--- config.mk ---
export PLATFORM = sky130hd
export DESIGN_NAME = log_record_deframer_crc32_top
export DESIGN_NICKNAME = d
export VERILOG_FILES = /design/src/sv/lrd_pkg.sv /design/src/sv/log_record_deframer_crc32_top.sv /design/src/sv/lrd_parse.sv /design/src/sv/lrd_out_reg.sv
export SDC_FILE = /design/constraint.sdc
export NUM_CORES = 1
export LEC_CHECK = 0
export ABC_AREA = 0
export BUFFER_PORTS_ARGS = -buffer_cell sky130_fd_sc_hd__buf_2
export CAP_MARGIN = 30
export CORE_ASPECT_RATIO = 1.25
export CORE_MARGIN = 2
export CORE_UTILIZATION = 30
export DETAILED_ROUTE_END_ITERATION = 16
export GPL_ROUTABILITY_DRIVEN = 0
export GPL_TIMING_DRIVEN = 0
export PLACE_DENSITY = 0.41
export SLEW_MARGIN = 25
export SYNTH_ARGS = -nofsm -noshare
export SYNTH_HDL_FRONTEND = slang
export SYNTH_SLANG_ARGS = --single-unit
--- constraint.sdc ---
create_clock -name clk -period 9.02 [get_ports clk]
set_input_delay 0.902 -clock clk [delete_from_list [all_inputs] [get_ports clk]]
set_output_delay 0.902 -clock clk [all_outputs]
set_load 0.05 [all_outputs]
--- src/sv/lrd_pkg.sv ---
// ----------------------------------------------------------------------------
// lrd_pkg: shared types and constants for the log record deframer
// Record framing codes, status codes, word types and the byte-wide CRC-32 step.
// ----------------------------------------------------------------------------
package lrd_pkg;

  localparam logic [31:0] CRC_POLY      = 32'hEDB8_8320;
  localparam logic [31:0] CRC_ONES      = 32'hFFFF_FFFF;
  localparam logic [31:0] MAX_LEN_RESET = 32'd1024 * 32'd1024;

  // parse phase codes
  localparam logic [1:0] PH_LEN  = 2'd0;
  localparam logic [1:0] PH_CRC  = 2'd1;
  localparam logic [1:0] PH_PAY  = 2'd2;
  localparam logic [1:0] PH_STOP = 2'd3;

  // record status codes
  localparam logic [2:0] ST_NONE  = 3'd0;
  localparam logic [2:0] ST_GOOD  = 3'd1;
  localparam logic [2:0] ST_BAD   = 3'd2;
  localparam logic [2:0] ST_BIG   = 3'd3;
  localparam logic [2:0] ST_TRUNC = 3'd4;

  typedef struct packed {
    logic [7:0] stream_byte;
    logic       end_of_stream;
  } in_word_t;

  typedef struct packed {
    logic       payload_valid;
    logic [7:0] payload_byte;
    logic       record_end;
    logic [2:0] record_status;
  } out_word_t;

  // reflected crc-32 over one byte, lsb first
  function automatic logic [31:0] crc_byte(input logic [31:0] crc_in, input logic [7:0] b);
    logic [31:0] c;
    c = crc_in ^ {24'd0, b};
    for (int k = 0; k < 8; k++) begin
      c = c[0] ? (CRC_POLY ^ (c >> 1)) : (c >> 1);
    end
    return c;
  endfunction

endpackage

--- src/sv/log_record_deframer_crc32_top.sv ---
// ----------------------------------------------------------------------------
// log_record_deframer_crc32_top: length / crc-32 log record deframer
// Splits a log byte stream into records, checks each payload crc-32 and
// passes payload bytes out with an end-of-record status.
// ----------------------------------------------------------------------------
//  channel | direction | handshake          | fields
//  in      | input     | in_valid/in_stall  | stream_byte, end_of_stream
//  out     | output    | out_valid/out_stall| payload_valid, payload_byte,
//          |           |                    | record_end, record_status
//  cfg     | input     | cfg_wr_en          | max_record_length
//
//  one word in, one word out; an accepted word passes the input register, then the result register
//  sustained rate is one word per cycle while out_stall is low, set by the single crc byte step
//  input register feeds the parser, result register parts it from out_stall
//  out_stall backs up through the input register to in_stall in the same cycle
//  synchronous active-low reset clears parser state and restores the length limit
// ----------------------------------------------------------------------------
module log_record_deframer_crc32_top (
  input  logic        clk,
  input  logic        rst_n,
  input  logic        cfg_wr_en,
  input  logic [31:0] cfg_wr_data,
  input  logic        in_valid,
  output logic        in_stall,
  input  logic [7:0]  in_stream_byte,
  input  logic        in_end_of_stream,
  output logic        out_valid,
  input  logic        out_stall,
  output logic        out_payload_valid,
  output logic [7:0]  out_payload_byte,
  output logic        out_record_end,
  output logic [2:0]  out_record_status
);

  logic               in_vld_r;
  lrd_pkg::in_word_t  in_word_r;
  logic               advance;
  logic               step;
  logic               in_accept;
  lrd_pkg::out_word_t res;
  lrd_pkg::out_word_t out_word;

  assign in_stall  = in_vld_r && !advance;
  assign in_accept = in_valid && !in_stall;
  assign step      = in_vld_r && advance;

  always_ff @(posedge clk) begin
    if (!rst_n) begin
      in_vld_r <= 1'b0;
    end else if (in_accept) begin
      in_vld_r <= 1'b1;
    end else if (advance) begin
      in_vld_r <= 1'b0;
    end
  end

  always_ff @(posedge clk) begin
    if (in_accept) begin
      in_word_r.stream_byte   <= in_stream_byte;
      in_word_r.end_of_stream <= in_end_of_stream;
    end
  end

  lrd_parse u_parse (
    .clk         (clk),
    .rst_n       (rst_n),
    .cfg_wr_en   (cfg_wr_en),
    .cfg_wr_data (cfg_wr_data),
    .step        (step),
    .item        (in_word_r),
    .res         (res)
  );

  lrd_out_reg u_out_reg (
    .clk        (clk),
    .rst_n      (rst_n),
    .load_valid (in_vld_r),
    .load_word  (res),
    .advance    (advance),
    .out_valid  (out_valid),
    .out_stall  (out_stall),
    .out_word   (out_word)
  );

  assign out_payload_valid = out_word.payload_valid;
  assign out_payload_byte  = out_word.payload_byte;
  assign out_record_end    = out_word.record_end;
  assign out_record_status = out_word.record_status;

endmodule

--- src/sv/lrd_parse.sv ---
// ----------------------------------------------------------------------------
// lrd_parse: record header parser, payload crc and status
// Holds the framing state and the length limit; one step per word.
// ----------------------------------------------------------------------------
module lrd_parse (
  input  logic              clk,
  input  logic              rst_n,
  input  logic              cfg_wr_en,
  input  logic [31:0]       cfg_wr_data,
  input  logic              step,
  input  lrd_pkg::in_word_t item,
  output lrd_pkg::out_word_t res
);

  logic [1:0]  phase_r, phase_nxt;
  logic [1:0]  hdr_idx_r, hdr_idx_nxt;
  logic [31:0] rec_len_r, rec_len_nxt;
  logic [31:0] crc_stored_r, crc_stored_nxt;
  logic [31:0] remain_r, remain_nxt;
  logic [31:0] crc_r, crc_nxt;
  logic [31:0] max_len_r;
  logic [31:0] crc_step;
  logic [4:0]  sh;
  logic        hdr_last;

  assign sh       = {hdr_idx_r, 3'b000};
  assign hdr_last = (hdr_idx_r == 2'd3);
  assign crc_step = lrd_pkg::crc_byte(crc_r, item.stream_byte);

  always_comb begin
    phase_nxt      = phase_r;
    hdr_idx_nxt    = hdr_idx_r;
    rec_len_nxt    = rec_len_r;
    crc_stored_nxt = crc_stored_r;
    remain_nxt     = remain_r;
    crc_nxt        = crc_r;
    res            = '0;
    case (phase_r)
      lrd_pkg::PH_LEN: begin
        rec_len_nxt[sh +: 8] = item.stream_byte;
        if (hdr_last) begin
          hdr_idx_nxt = 2'd0;
          phase_nxt   = lrd_pkg::PH_CRC;
        end else begin
          hdr_idx_nxt = hdr_idx_r + 2'd1;
        end
        if (item.end_of_stream) begin
          res.record_end    = 1'b1;
          res.record_status = lrd_pkg::ST_TRUNC;
        end
      end
      lrd_pkg::PH_CRC: begin
        crc_stored_nxt[sh +: 8] = item.stream_byte;
        if (hdr_last) begin
          hdr_idx_nxt = 2'd0;
          crc_nxt     = lrd_pkg::CRC_ONES;
          if (rec_len_r > max_len_r) begin
            res.record_end    = 1'b1;
            res.record_status = lrd_pkg::ST_BIG;
            phase_nxt         = lrd_pkg::PH_STOP;
          end else if (rec_len_r == 32'd0) begin
            // empty payload: crc of no data is zero
            res.record_end    = 1'b1;
            res.record_status = (crc_stored_nxt == 32'd0) ? lrd_pkg::ST_GOOD
                                                          : lrd_pkg::ST_BAD;
            phase_nxt         = lrd_pkg::PH_LEN;
            rec_len_nxt       = 32'd0;
          end else begin
            remain_nxt = rec_len_r;
            phase_nxt  = lrd_pkg::PH_PAY;
            if (item.end_of_stream) begin
              res.record_end    = 1'b1;
              res.record_status = lrd_pkg::ST_TRUNC;
            end
          end
        end else begin
          hdr_idx_nxt = hdr_idx_r + 2'd1;
          if (item.end_of_stream) begin
            res.record_end    = 1'b1;
            res.record_status = lrd_pkg::ST_TRUNC;
          end
        end
      end
      lrd_pkg::PH_PAY: begin
        res.payload_valid = 1'b1;
        res.payload_byte  = item.stream_byte;
        crc_nxt           = crc_step;
        remain_nxt        = remain_r - 32'd1;
        if (remain_r == 32'd1) begin
          res.record_end    = 1'b1;
          res.record_status = ((crc_step ^ lrd_pkg::CRC_ONES) == crc_stored_r)
                              ? lrd_pkg::ST_GOOD : lrd_pkg::ST_BAD;
          phase_nxt         = lrd_pkg::PH_LEN;
          rec_len_nxt       = 32'd0;
          crc_nxt           = lrd_pkg::CRC_ONES;
        end else if (item.end_of_stream) begin
          res.record_end    = 1'b1;
          res.record_status = lrd_pkg::ST_TRUNC;
        end
      end
      default: begin
        // stopped: words ignored until end of stream
      end
    endcase
    if (item.end_of_stream) begin
      phase_nxt      = lrd_pkg::PH_LEN;
      hdr_idx_nxt    = 2'd0;
      rec_len_nxt    = 32'd0;
      crc_stored_nxt = 32'd0;
      remain_nxt     = 32'd0;
      crc_nxt        = lrd_pkg::CRC_ONES;
    end
  end

  always_ff @(posedge clk) begin
    if (!rst_n) begin
      phase_r      <= lrd_pkg::PH_LEN;
      hdr_idx_r    <= 2'd0;
      rec_len_r    <= 32'd0;
      crc_stored_r <= 32'd0;
      remain_r     <= 32'd0;
      crc_r        <= lrd_pkg::CRC_ONES;
    end else if (step) begin
      phase_r      <= phase_nxt;
      hdr_idx_r    <= hdr_idx_nxt;
      rec_len_r    <= rec_len_nxt;
      crc_stored_r <= crc_stored_nxt;
      remain_r     <= remain_nxt;
      crc_r        <= crc_nxt;
    end
  end

  always_ff @(posedge clk) begin
    if (!rst_n) begin
      max_len_r <= lrd_pkg::MAX_LEN_RESET;
    end else if (cfg_wr_en) begin
      max_len_r <= cfg_wr_data;
    end
  end

`ifndef SYNTH
  a_status_iff_end: assert property (@(posedge clk) disable iff (!rst_n)
    step |-> (res.record_end == (res.record_status != lrd_pkg::ST_NONE)))
    else $error("record_end and record_status disagree");

  a_eos_clears: assert property (@(posedge clk) disable iff (!rst_n)
    (step && item.end_of_stream) |=>
      (phase_r == lrd_pkg::PH_LEN && hdr_idx_r == 2'd0 && crc_r == lrd_pkg::CRC_ONES))
    else $error("state not cleared after end of stream");

  a_last_byte_closes: assert property (@(posedge clk) disable iff (!rst_n)
    (step && phase_r == lrd_pkg::PH_PAY && remain_r == 32'd1) |=>
      (phase_r == lrd_pkg::PH_LEN && rec_len_r == 32'd0))
    else $error("record not closed on last payload byte");

  a_pay_nonzero: assert property (@(posedge clk) disable iff (!rst_n)
    (phase_r == lrd_pkg::PH_PAY) |-> (remain_r != 32'd0))
    else $error("payload phase with nothing remaining");

  a_stop_silent: assert property (@(posedge clk) disable iff (!rst_n)
    (step && phase_r == lrd_pkg::PH_STOP) |-> (res == '0))
    else $error("stopped parser produced a result");
`endif

endmodule

--- src/sv/lrd_out_reg.sv ---
// ----------------------------------------------------------------------------
// lrd_out_reg: result register
// Holds one result word for the downstream side and frees when it is taken.
// ----------------------------------------------------------------------------
module lrd_out_reg (
  input  logic               clk,
  input  logic               rst_n,
  input  logic               load_valid,
  input  lrd_pkg::out_word_t load_word,
  output logic               advance,
  output logic               out_valid,
  input  logic               out_stall,
  output lrd_pkg::out_word_t out_word
);

  logic               vld_r;
  lrd_pkg::out_word_t word_r;

  // register may take a new word when empty or being drained
  assign advance   = !vld_r || !out_stall;
  assign out_valid = vld_r;
  assign out_word  = word_r;

  always_ff @(posedge clk) begin
    if (!rst_n) begin
      vld_r <= 1'b0;
    end else if (advance) begin
      vld_r <= load_valid;
    end
  end

  always_ff @(posedge clk) begin
    if (advance && load_valid) begin
      word_r <= load_word;
    end
  end

endmodule

==> results of run 1 <==
[worst max-delay path, delay by kind of cell (launching register included)]
family | cells | cell delay (ns)
xor gates and xnor gates | 4 | 1.54
and+or+nand+nor | 3 | 1.31
buffers and inverters | 1 | 0.58
DFF | 1 | 0.32
AOI/OAI and AO/OA | 1 | 0.13
[Yosys cell counts (all sizes together) (32+ instances only)]
cell type  count  area [um^2]
nor2b         72          450
clkbuf        57          214
a22oi         32          240
inv           53          199
o21ai         55          275
o22ai         37          231
a21oi         52          260
mux2i         43          430
nand2        106          398
nor2          54          203
ha            42          526
dfxtp        166         3320
xnor2         69          709
[per-layer routing]
layer | vias to the layer above | share of wire | routed length, um | global-route usage
li1 | 4447 | - | - | -
met1 | 4398 | 0.40 | 15100 | 0.228
met2 | 210 | 0.52 | 19700 | 0.382
met4 | 0 | 0.051 | 1940 | 0.117
met5 | - | 0 | 0 | 0
met3 | 86 | 0.032 | 1230 | 0.0303
[power by group through the flow]
stage	logic, uW	registers, uW	clock network (uW)
6_report	329	876	808
5_1_grt	360	879	864
4_1_cts	332	876	832
3_5_place_dp	330	896	0
3_3_place_gp	331	895	0
2_1_floorplan	223	900	0
[cell usage in the layout (no fill, tap or decap), types with 26 or more instances in the layout]
cell type	Yosys	layout
dfxtp_1	166	166
nand2_1	106	106
buf_2	7	66
ha_1	42	42
xnor2_1	61	61
a21oi_1	52	52
inv_1	53	53
nor2_1	54	54
mux2i_1	43	43
nor2b_1	72	72
a22oi_1	32	32
o21ai_0	49	49
xor2_1	26	26
o22ai_1	37	37
clkbuf_1	57	57
[registers in the layout (all words and copies together), names as in the netlist]
name,flops
in_word_r,9
u_parse.hdr_idx_r,2
u_parse.max_len_r,32
u_out_reg.out_word,13
u_parse.phase_r,2
in_vld_r,1
u_parse.rec_len_r,32
u_parse.crc_r,32
u_parse.crc_stored_r,32
u_parse.remain_r,32
u_out_reg.out_valid,1
[cell type report]
class	instances	area, um^2
fill	3717	23000
multi-input combinational	864	6200
sequential	188	3980
tap	474	593
clock buffer	19	475
timing repair buffer	59	295
buffer	69	275
inverter	56	210
clock inverter	13	164
[per-stage QoR]
step	hold WS [ns]	total power, uW
2_1_floorplan	0.439	1120
3_3_place_gp	0.454	1230
3_5_place_dp	0.472	1230
4_1_cts	0.482	2040
5_1_grt	0.496	2100
6_report	0.479	2010
[logic make-up after synthesis]
logic type | synth area share
simple gates | 0.182
compound gates | 0.193
flops | 0.374
buf+inv | 0.0456
xor+xnor | 0.116
mux | 0.0404
fa+ha+maj | 0.0493
[worst max-delay path by stage]
| stage | depth (start not counted) | to | from |
|---|---|---|---|
| 2_1_floorplan | 9 | u_out_reg.out_word[0] | in_word_r[1] |
| 3_3_place_gp | 9 | u_out_reg.out_word[0] | in_word_r[6] |
| 3_5_place_dp | 9 | u_out_reg.out_word[0] | in_word_r[6] |
| 4_1_cts | 9 | u_out_reg.out_word[0] | in_word_r[6] |
| 5_1_grt | 9 | u_out_reg.out_word[0] | in_word_r[6] |
| 6_report | 9 | u_out_reg.out_word[0] | in_word_r[6] |
==> results.md, run 1 <==
* Post-Route Setup TNS at 0 ns
* Crit path DAT at 4.36 ns
* Largest stage delay, worst path at 0.65 ns
* Share of post-route cells with drive strength above 1 at 0.118
* Critical R2R Capture: u_out_reg.out_word[0]
* DRC Markers at 0
* Worst hold path cell count at 2
* Post-synthesis net count at 1,265
* Clock root cell: clkbuf_16
* Hold Fails Final Rpt at 0
* Layout area overhead at 14.5%
* Final WL at 37,900 um
* Critical Path End Type: register
* Rows at 77
* Clock power frac at 0.401
* Sequential Power Share at 0.435
* Leak pwr at 0.00461 uW
* Fin crit share at 0.450
* Worst-case clock buffer depth at 2
* Hold Path Sink: u_parse.remain_r[7]
* # diodes at 0
* Unique masters post-synth at 65
* Worst setup SP type: register
* RSZ-0062 raised after global routing: no
* Yosys reg bits at 188
* Pwr/cell area at 165 nW/um^2
* Slew Viols, Final at 0
* TritonCTS buffer count at 17
* Number of synthesized flops with an enable pin at 22
* Setup-violating endpoint count in the final report at 0
* Setup Skew at 0.0127 ns
* Least-Margin Pin Slew at 0.929 ns
* Clock Pin Slew Worst Setup and Hold Paths at 0.08 ns
* Mapped Avg Cell Area at 9.05 um^2
* Async set-reset flop share out of synthesis at 0
* Worst Min Path Start: u_parse.remain_r[7]
* Die area at 37,000 um^2
* Total gr overflow at 0
* Vias in the first global route at 9,411
* Iteration-0 DRC Markers at 639
* Final Util at 0.347
* Clock latency on the worst-skew pair at 0.47 ns
* TritonRoute pass-1 iters at 5
* Combinational power share at 0.163
* Initial antenna violation count at 1
* Post-DP Area at 11,500 um^2
* Critical Path, Cell by Cell: clkbuf_1 -> xor2_1 -> xnor2_1 -> xor3_1 -> xnor2_1 -> nor4_1 -> nand4_1 -> or4_1 -> o21ai_1
* Die width at 173 um
* VDD IR max at 0.131 mV
* Worst-path fanout max at 10
* Final worst slack at 4.96 ns
* Reg2Reg Depth at 9
* Minimum clock period at 4.06 ns
* Vias/cell at 5.25
* Crit path required time at 9.32 ns
* Net Sw Frac at 0.308
* Post-layout net count at 1,343
* Post-synthesis cell area at 10,700 um^2
* Internal power at 1390 uW
* Critical R2R Launch: in_word_r[6]
* Most used cell, CP: xnor2_1
* Ys Warns at 0
* Place WS at 4.96 ns
* Register-to-register setup slack at 4.96 ns
* GRT Total Usage at 0.208
* Critical path type: reg2reg
* Slew headroom at 0.381
* Antenna viol nets, final at 0
* Sequential cell area fraction in the yosys report at 0.374
* Switching pwr at 620 uW
* Core Area at 35,200 um^2
* Hold/Removal Path Class: reg2reg
* # IOs at 61
* Final non-filler cell area at 12,200 um^2
* I/O Buffers at 59
* Setup Fix Bufs, Post-CTS at 0
* Final HPWL DP at 29,000 um
* CP max-delay cell: xnor2_1
* Placed cell count at 1,710
* Post-route insts no fill at 1,742
* Fmax at 246 MHz
* Post_cts resized at 0
* Via count at 9,141
* Max-Cap Viols at 0
* First-pass GRT wire length at 57,900 um
* Cells after Synth at 1,177
* CTS tree: yes
* Initial Utilization at 0.303
* Status: complete, no violations
* # hold bufs at CTS at 0
* H-tree Lvls at 4
* Ys flop type: dfxtp_1
* Die height at 215 um
* WL per Instance at 21.8 um
* Largest net degree at the start of global routing at 23
* CTS Sinks at 188
Note: power is estimated with default switching activity, not from simulation.
==> run 2, diff against run 1 <==
--- a/config.mk
+++ b/config.mk
@@ -14,7 +14,7 @@
 export DETAILED_ROUTE_END_ITERATION = 16
 export GPL_ROUTABILITY_DRIVEN = 0
 export GPL_TIMING_DRIVEN = 0
-export PLACE_DENSITY = 0.41
+export PLACE_DENSITY = 0.43
 export SLEW_MARGIN = 25
 export SYNTH_ARGS = -nofsm -noshare
 export SYNTH_HDL_FRONTEND = slang
==> constraint.sdc (replaced) <==
create_clock -name clk -period 3.6 [get_ports clk]
set_input_delay 0.36 -clock clk [delete_from_list [all_inputs] [get_ports clk]]
set_output_delay 0.36 -clock clk [all_outputs]
set_load 0.05 [all_outputs]
==> run 2 against run 1 <==
Die area is the same. Sequential share of layout area shrank 0.17 points. Global-route usage shrank 0.66 points. Largest power group unchanged. Largest cell class unchanged. Hold slack lost 0.40 ns. First-iteration DRC count grew 6.1%. Clock power grew to 2.5 times the previous value. Count of clock-buffer cells in the layout shrank 1. Clock skew grew 0.0015 ns. Sequential power grew to 2.5 times the previous value. Sequential cell count is the same.
==> results.md, run 2 (same netlist as run 1, synthesis figures left out) <==
* First-pass GRT wire length at 56,800 um
* Die width at 173 um
* Internal power at 3520 uW
* Combinational power share at 0.162
* Final HPWL DP at 28,300 um
* H-tree Lvls at 4
* CP max-delay cell: xnor2_1
* Rows at 77
* Final non-filler cell area at 12,300 um^2
* Die area at 37,000 um^2
* Vias/cell at 5.26
* TritonRoute pass-1 iters at 5
* Least-Margin Pin Slew at 0.944 ns
* CTS tree: yes
* Hold/Removal Path Class: in2reg
* Worst Min Path Start: in_stream_byte[5]
* Final worst slack at 0.104 ns
* # diodes at 0
* Leak pwr at 0.00465 uW
* Fin crit share at 0.971
* Clock root cell: clkbuf_16
* DRC Markers at 0
* Total power at 5090 uW
* Critical path type: reg2reg
* Post-route insts no fill at 1,744
* Post-DP Area at 11,500 um^2
* Sequential Power Share at 0.433
* Crit path DAT at 3.79 ns
* Initial Utilization at 0.303
* Net Sw Frac at 0.307
* Minimum clock period at 3.50 ns
* Commonest non-fill, non-tap cell in the layout: dfxtp_1
* Slew headroom at 0.371
* Worst setup SP type: register
* Core Area at 35,200 um^2
* Share of post-route cells with drive strength above 1 at 0.128
* Max-Cap Viols at 0
* Clock power frac at 0.405
* Setup-violating endpoint count in the final report at 0
* Via count at 9,167
* Largest stage delay, worst path at 0.65 ns
* Critical Path End Type: register
* Crit path required time at 3.90 ns
* Fmax at 286 MHz
* Worst-case clock buffer depth at 2
* Placed cell count at 1,710
* CP bufs+invs at 2
* Most used cell, CP: xnor2_1
* Critical R2R Launch: in_word_r[5]
* Iteration-0 DRC Markers at 678
* Final WL at 37,200 um
* Setup Skew at 0.0142 ns
* CP top delay family: XOR/XNOR gates
* Commonest non-fill, non-tap cells in the layout: 166 x dfxtp_1, 106 x nand2_1, 72 x nor2b_1
* CTS Sinks at 188
* Critical Path, Cell by Cell: buf_2 -> xnor2_1 -> buf_2 -> xnor2_1 -> xnor2_1 -> xnor2_1 -> nor4_2 -> nand4_1 -> or4_1 -> o21ai_1
* Status: complete, no violations
* Clock Pin Slew Worst Setup and Hold Paths at 0.08 ns
* Slew Viols, Final at 0
* WL per Instance at 21.3 um
* VDD IR max at 0.336 mV
* Pwr/cell area at 415 nW/um^2
* Initial antenna violation count at 0
* Place WS at -0.431 ns
* # IOs at 61
* Clock latency on the worst-skew pair at 0.47 ns
* # hold bufs at CTS at 0
* GRT Total Usage at 0.201
* I/O Buffers at 59
* Antenna viol nets, final at 0
* Origin of the worst setup path: in_word_r[5]
* TritonCTS buffer count at 17
* Hold Fails Final Rpt at 0
* Largest net degree at the start of global routing at 23
* Layout area overhead at 15.1%
* Register-to-register setup slack at 0.10 ns
* Worst-path fanout max at 10
* Post-layout net count at 1,345
* Hold Slack at 0.0748 ns
* Switching pwr at 1560 uW
* RSZ-0062 raised after global routing: no
* Vias in the first global route at 9,111
* Total gr overflow at 0
* Die height at 215 um
-- run 2: worst paths after layout --
kind | end | cells after the start
hold / removal | in_word_r[6] | 1
setup / recovery | u_out_reg.out_word[0] | 10
setup reg to reg | u_out_reg.out_word[0] | 10
hold reg to reg | u_parse.remain_r[7] | 2
-- run 2: per-layer routing --
layer,track usage,vias to the layer above,wire [um]
li1,-,4446,-
met1,0.233,4473,15400
met2,0.382,195,19900
met3,0.0216,53,993
met4,0.0658,0,937
met5,0,-,0
-- run 2: stage by stage --
step	setup TNS, ns	util
2_1_floorplan	0	-
3_3_place_gp	-0.865	0.328
3_5_place_dp	-0.792	0.328
4_1_cts	0	0.347
5_1_grt	0	0.349
6_report	0	0.349
-- run 2: timing repair --
action,4_1_cts,5_1_grt
resized for setup,5,6
pin swaps,0,0
setup buffers,0,4
setup endpoints to repair,11,28
-- run 2: cell type report --
class | count | area, um^2
clock buffer | 18 | 450
timing repair buffer | 63 | 325
sequential | 188 | 3980
fill | 3722 | 22900
multi-input combinational | 864 | 6240
inverter | 56 | 210
tap | 474 | 593
clock inverter | 14 | 186
buffer | 67 | 270
-- run 2: power by group through the flow --
| stage | registers, uW | logic, uW | clock network [uW] |
|---|---|---|---|
| 2_1_floorplan | 2250 | 558 | 0 |
| 3_3_place_gp | 2240 | 820 | 0 |
| 3_5_place_dp | 2240 | 822 | 0 |
| 4_1_cts | 2200 | 821 | 2100 |
| 5_1_grt | 2210 | 898 | 2180 |
| 6_report | 2200 | 826 | 2060 |
-- run 2: worst register-to-register path: stages (launching register included) --
cell and delay, ns:
edfxtp_1 0.32, buf_2 0.34, xnor2_1 0.22, buf_2 0.27
xnor2_1 0.65, xnor2_1 0.23, xnor2_1 0.18, nor4_2 0.37
nand4_1 0.20, or4_1 0.43, o21ai_1 0.13
==> run 3, diff against run 2 <==
--- a/config.mk
+++ b/config.mk
@@ -6,7 +6,7 @@
 export NUM_CORES = 1
 export LEC_CHECK = 0
 export ABC_AREA = 0
-export BUFFER_PORTS_ARGS = -buffer_cell sky130_fd_sc_hd__buf_2
+export BUFFER_PORTS_ARGS = -buffer_cell sky130_fd_sc_hd__clkbuf_2
 export CAP_MARGIN = 30
 export CORE_ASPECT_RATIO = 1.25
 export CORE_MARGIN = 2
==> run 3 against run 2 <==
Sequential cell count stayed put. Highest routed layer unchanged. Total power is 0.64% lower. Via count is 0.16% lower. Non-clock buffer count is 4 lower. Final cell count is 0.23% lower. Largest power group unchanged. Register-to-register slack hardly changed. Global-route usage is 0.14 points higher.
==> results.md, run 3 (same netlist as run 1, synthesis figures left out) <==
* DRC Markers at 0
* Worst setup SP type: register
* I/O Buffers at 59
* Placed cell count at 1,710
* Multi-input logic area at 6230 um^2
* # hold bufs at CTS at 0
* Worst-case clock buffer depth at 2
* Clock root cell: clkbuf_16
* Post-layout net count at 1,341
* Critical Path, Cell by Cell: xor2_1 -> xnor2_2 -> xor3_1 -> xnor2_1 -> nor4_2 -> nand4_1 -> or4_1 -> o21ai_1
* # IOs at 61
* WL per Instance at 21.3 um
* Clock Pin Slew Worst Setup and Hold Paths at 0.08 ns
* Critical R2R Launch: in_word_r[6]
* TritonRoute pass-1 iters at 5
* Initial Utilization at 0.303
* Critical Path End Type: register
* Slew Viols, Final at 0
* Crit path required time at 3.90 ns
* Status: complete, no violations
* Total gr overflow at 0
* Reg2Reg Depth at 8
* Least-Margin Pin Slew at 0.900 ns
* Share of post-route cells with drive strength above 1 at 0.123
* Worst Min Path Start: in_stream_byte[2]
* Hold Fails Final Rpt at 0
* Commonest non-fill, non-tap cell in the layout: dfxtp_1
* Pwr/cell area at 414 nW/um^2
* Worst-path fanout max at 10
* Total power at 5050 uW
* CP max-delay cell: edfxtp_1
* First-pass GRT wire length at 57,000 um
* TritonCTS buffer count at 17
* Largest net degree at the start of global routing at 23
* Fin crit share at 0.969
* Layout area overhead at 14.6%
* # diodes at 0
* Max-Cap Viols at 0
* Filler Cells Inserted at 3,688
* Via count at 9,152
* Final WL at 37,100 um
* Post-route insts no fill at 1,740
* Final worst slack at 0.113 ns
* Final HPWL DP at 28,100 um
* Hold/Removal Path Class: in2reg
* VDD IR max at 0.333 mV
* Slew headroom at 0.395
* CTS Sinks at 188
* Setup Skew at 0.0207 ns
* Vias/cell at 5.26
* Die height at 215 um
* Worst hold path cell count at 1
* H-tree Lvls at 4
* Die area at 37,000 um^2
* Minimum clock period at 3.49 ns
* Place WS at -0.410 ns
* Die width at 173 um
* Antenna viol nets, final at 0
* FF+latch area at 3980 um^2
* GRT Total Usage at 0.202
* Initial antenna violation count at 0
* Fmax at 287 MHz
* Setup-violating endpoint count in the final report at 0
* Commonest non-fill, non-tap cells in the layout: 166 x dfxtp_1, 106 x nand2_1, 72 x nor2b_1
* Core Area at 35,200 um^2
* Setup Fix Bufs, Post-CTS at 0
* Leak pwr at 0.00463 uW
* Iteration-0 DRC Markers at 767
* Vias in the first global route at 9,253
* Critical path type: reg2reg
* RSZ-0062 raised after global routing: no
* CTS tree: yes
* Rows at 77
* Origin of the worst setup path: in_word_r[6]
* Clock latency on the worst-skew pair at 0.47 ns
* Crit path DAT at 3.78 ns
* Largest stage delay, worst path at 0.79 ns
## run 3: cell count changes in the layout (fill, tap and decap cells not counted), moves of 2 or more
cell,previous run,this run
buf_2,66,7
buf_4,4,0
clkbuf_2,2,60
clkinv_4,2,0
clkinv_8,3,5
inv_12,1,3
## run 3: path summary, 6_finish.rpt
path | to | slack, ns
max | u_out_reg.out_word[0] | 0.11
min | in_word_r[3] | 0.07
max reg2reg | u_out_reg.out_word[0] | 0.11
min reg2reg | u_parse.remain_r[7] | 0.48
## run 3: layout make-up
type                       count  area share
multi-input combinational    864       0.510
sequential                   188       0.326
tap                          474      0.0486
clock buffer                  17      0.0348
timing repair buffer          59      0.0242
buffer                        67      0.0220
inverter                      56      0.0172
clock inverter                15      0.0165
## run 3: repair_timing
action | 4_1_cts | 5_1_grt
endpoints found under the setup margin | 3 | 31
endpoints found under the hold margin | 0 | 0
cloned | 0 | 0
gates resized for setup | 4 | 3
## run 3: per-layer routing
metal	share of wire	global-route usage
met1	0.41	0.232
met5	0	0
met2	0.54	0.384
met3	0.023	0.0226
met4	0.025	0.0724
## run 3: critical path, delay by kind of cell (launching register included)
| kind | cells | cell delay, ns |
|---|---|---|
| xor gates and xnor gates | 4 | 1.34 |
| and+or+nand+nor | 3 | 1.04 |
| DFF | 1 | 0.79 |
| AOI/OAI and AO/OA | 1 | 0.13 |
## run 3: through the flow
stage	utilization	hold WS [ns]	cell area (um^2)	setup TNS, ns
6_report	0.347	0.0726	12200	0
5_1_grt	0.347	0.0584	12200	0
4_1_cts	0.346	0.0587	12200	0
3_5_place_dp	0.328	0.453	11500	-0.766
3_3_place_gp	0.328	0.451	11500	-0.755
2_1_floorplan	-	0.439	10700	0
## run 3: power breakdown
part	internal (uW)	switching, uW
logic	305	510
clock network	967	1070
registers	2160	39.4
total	3440	1620
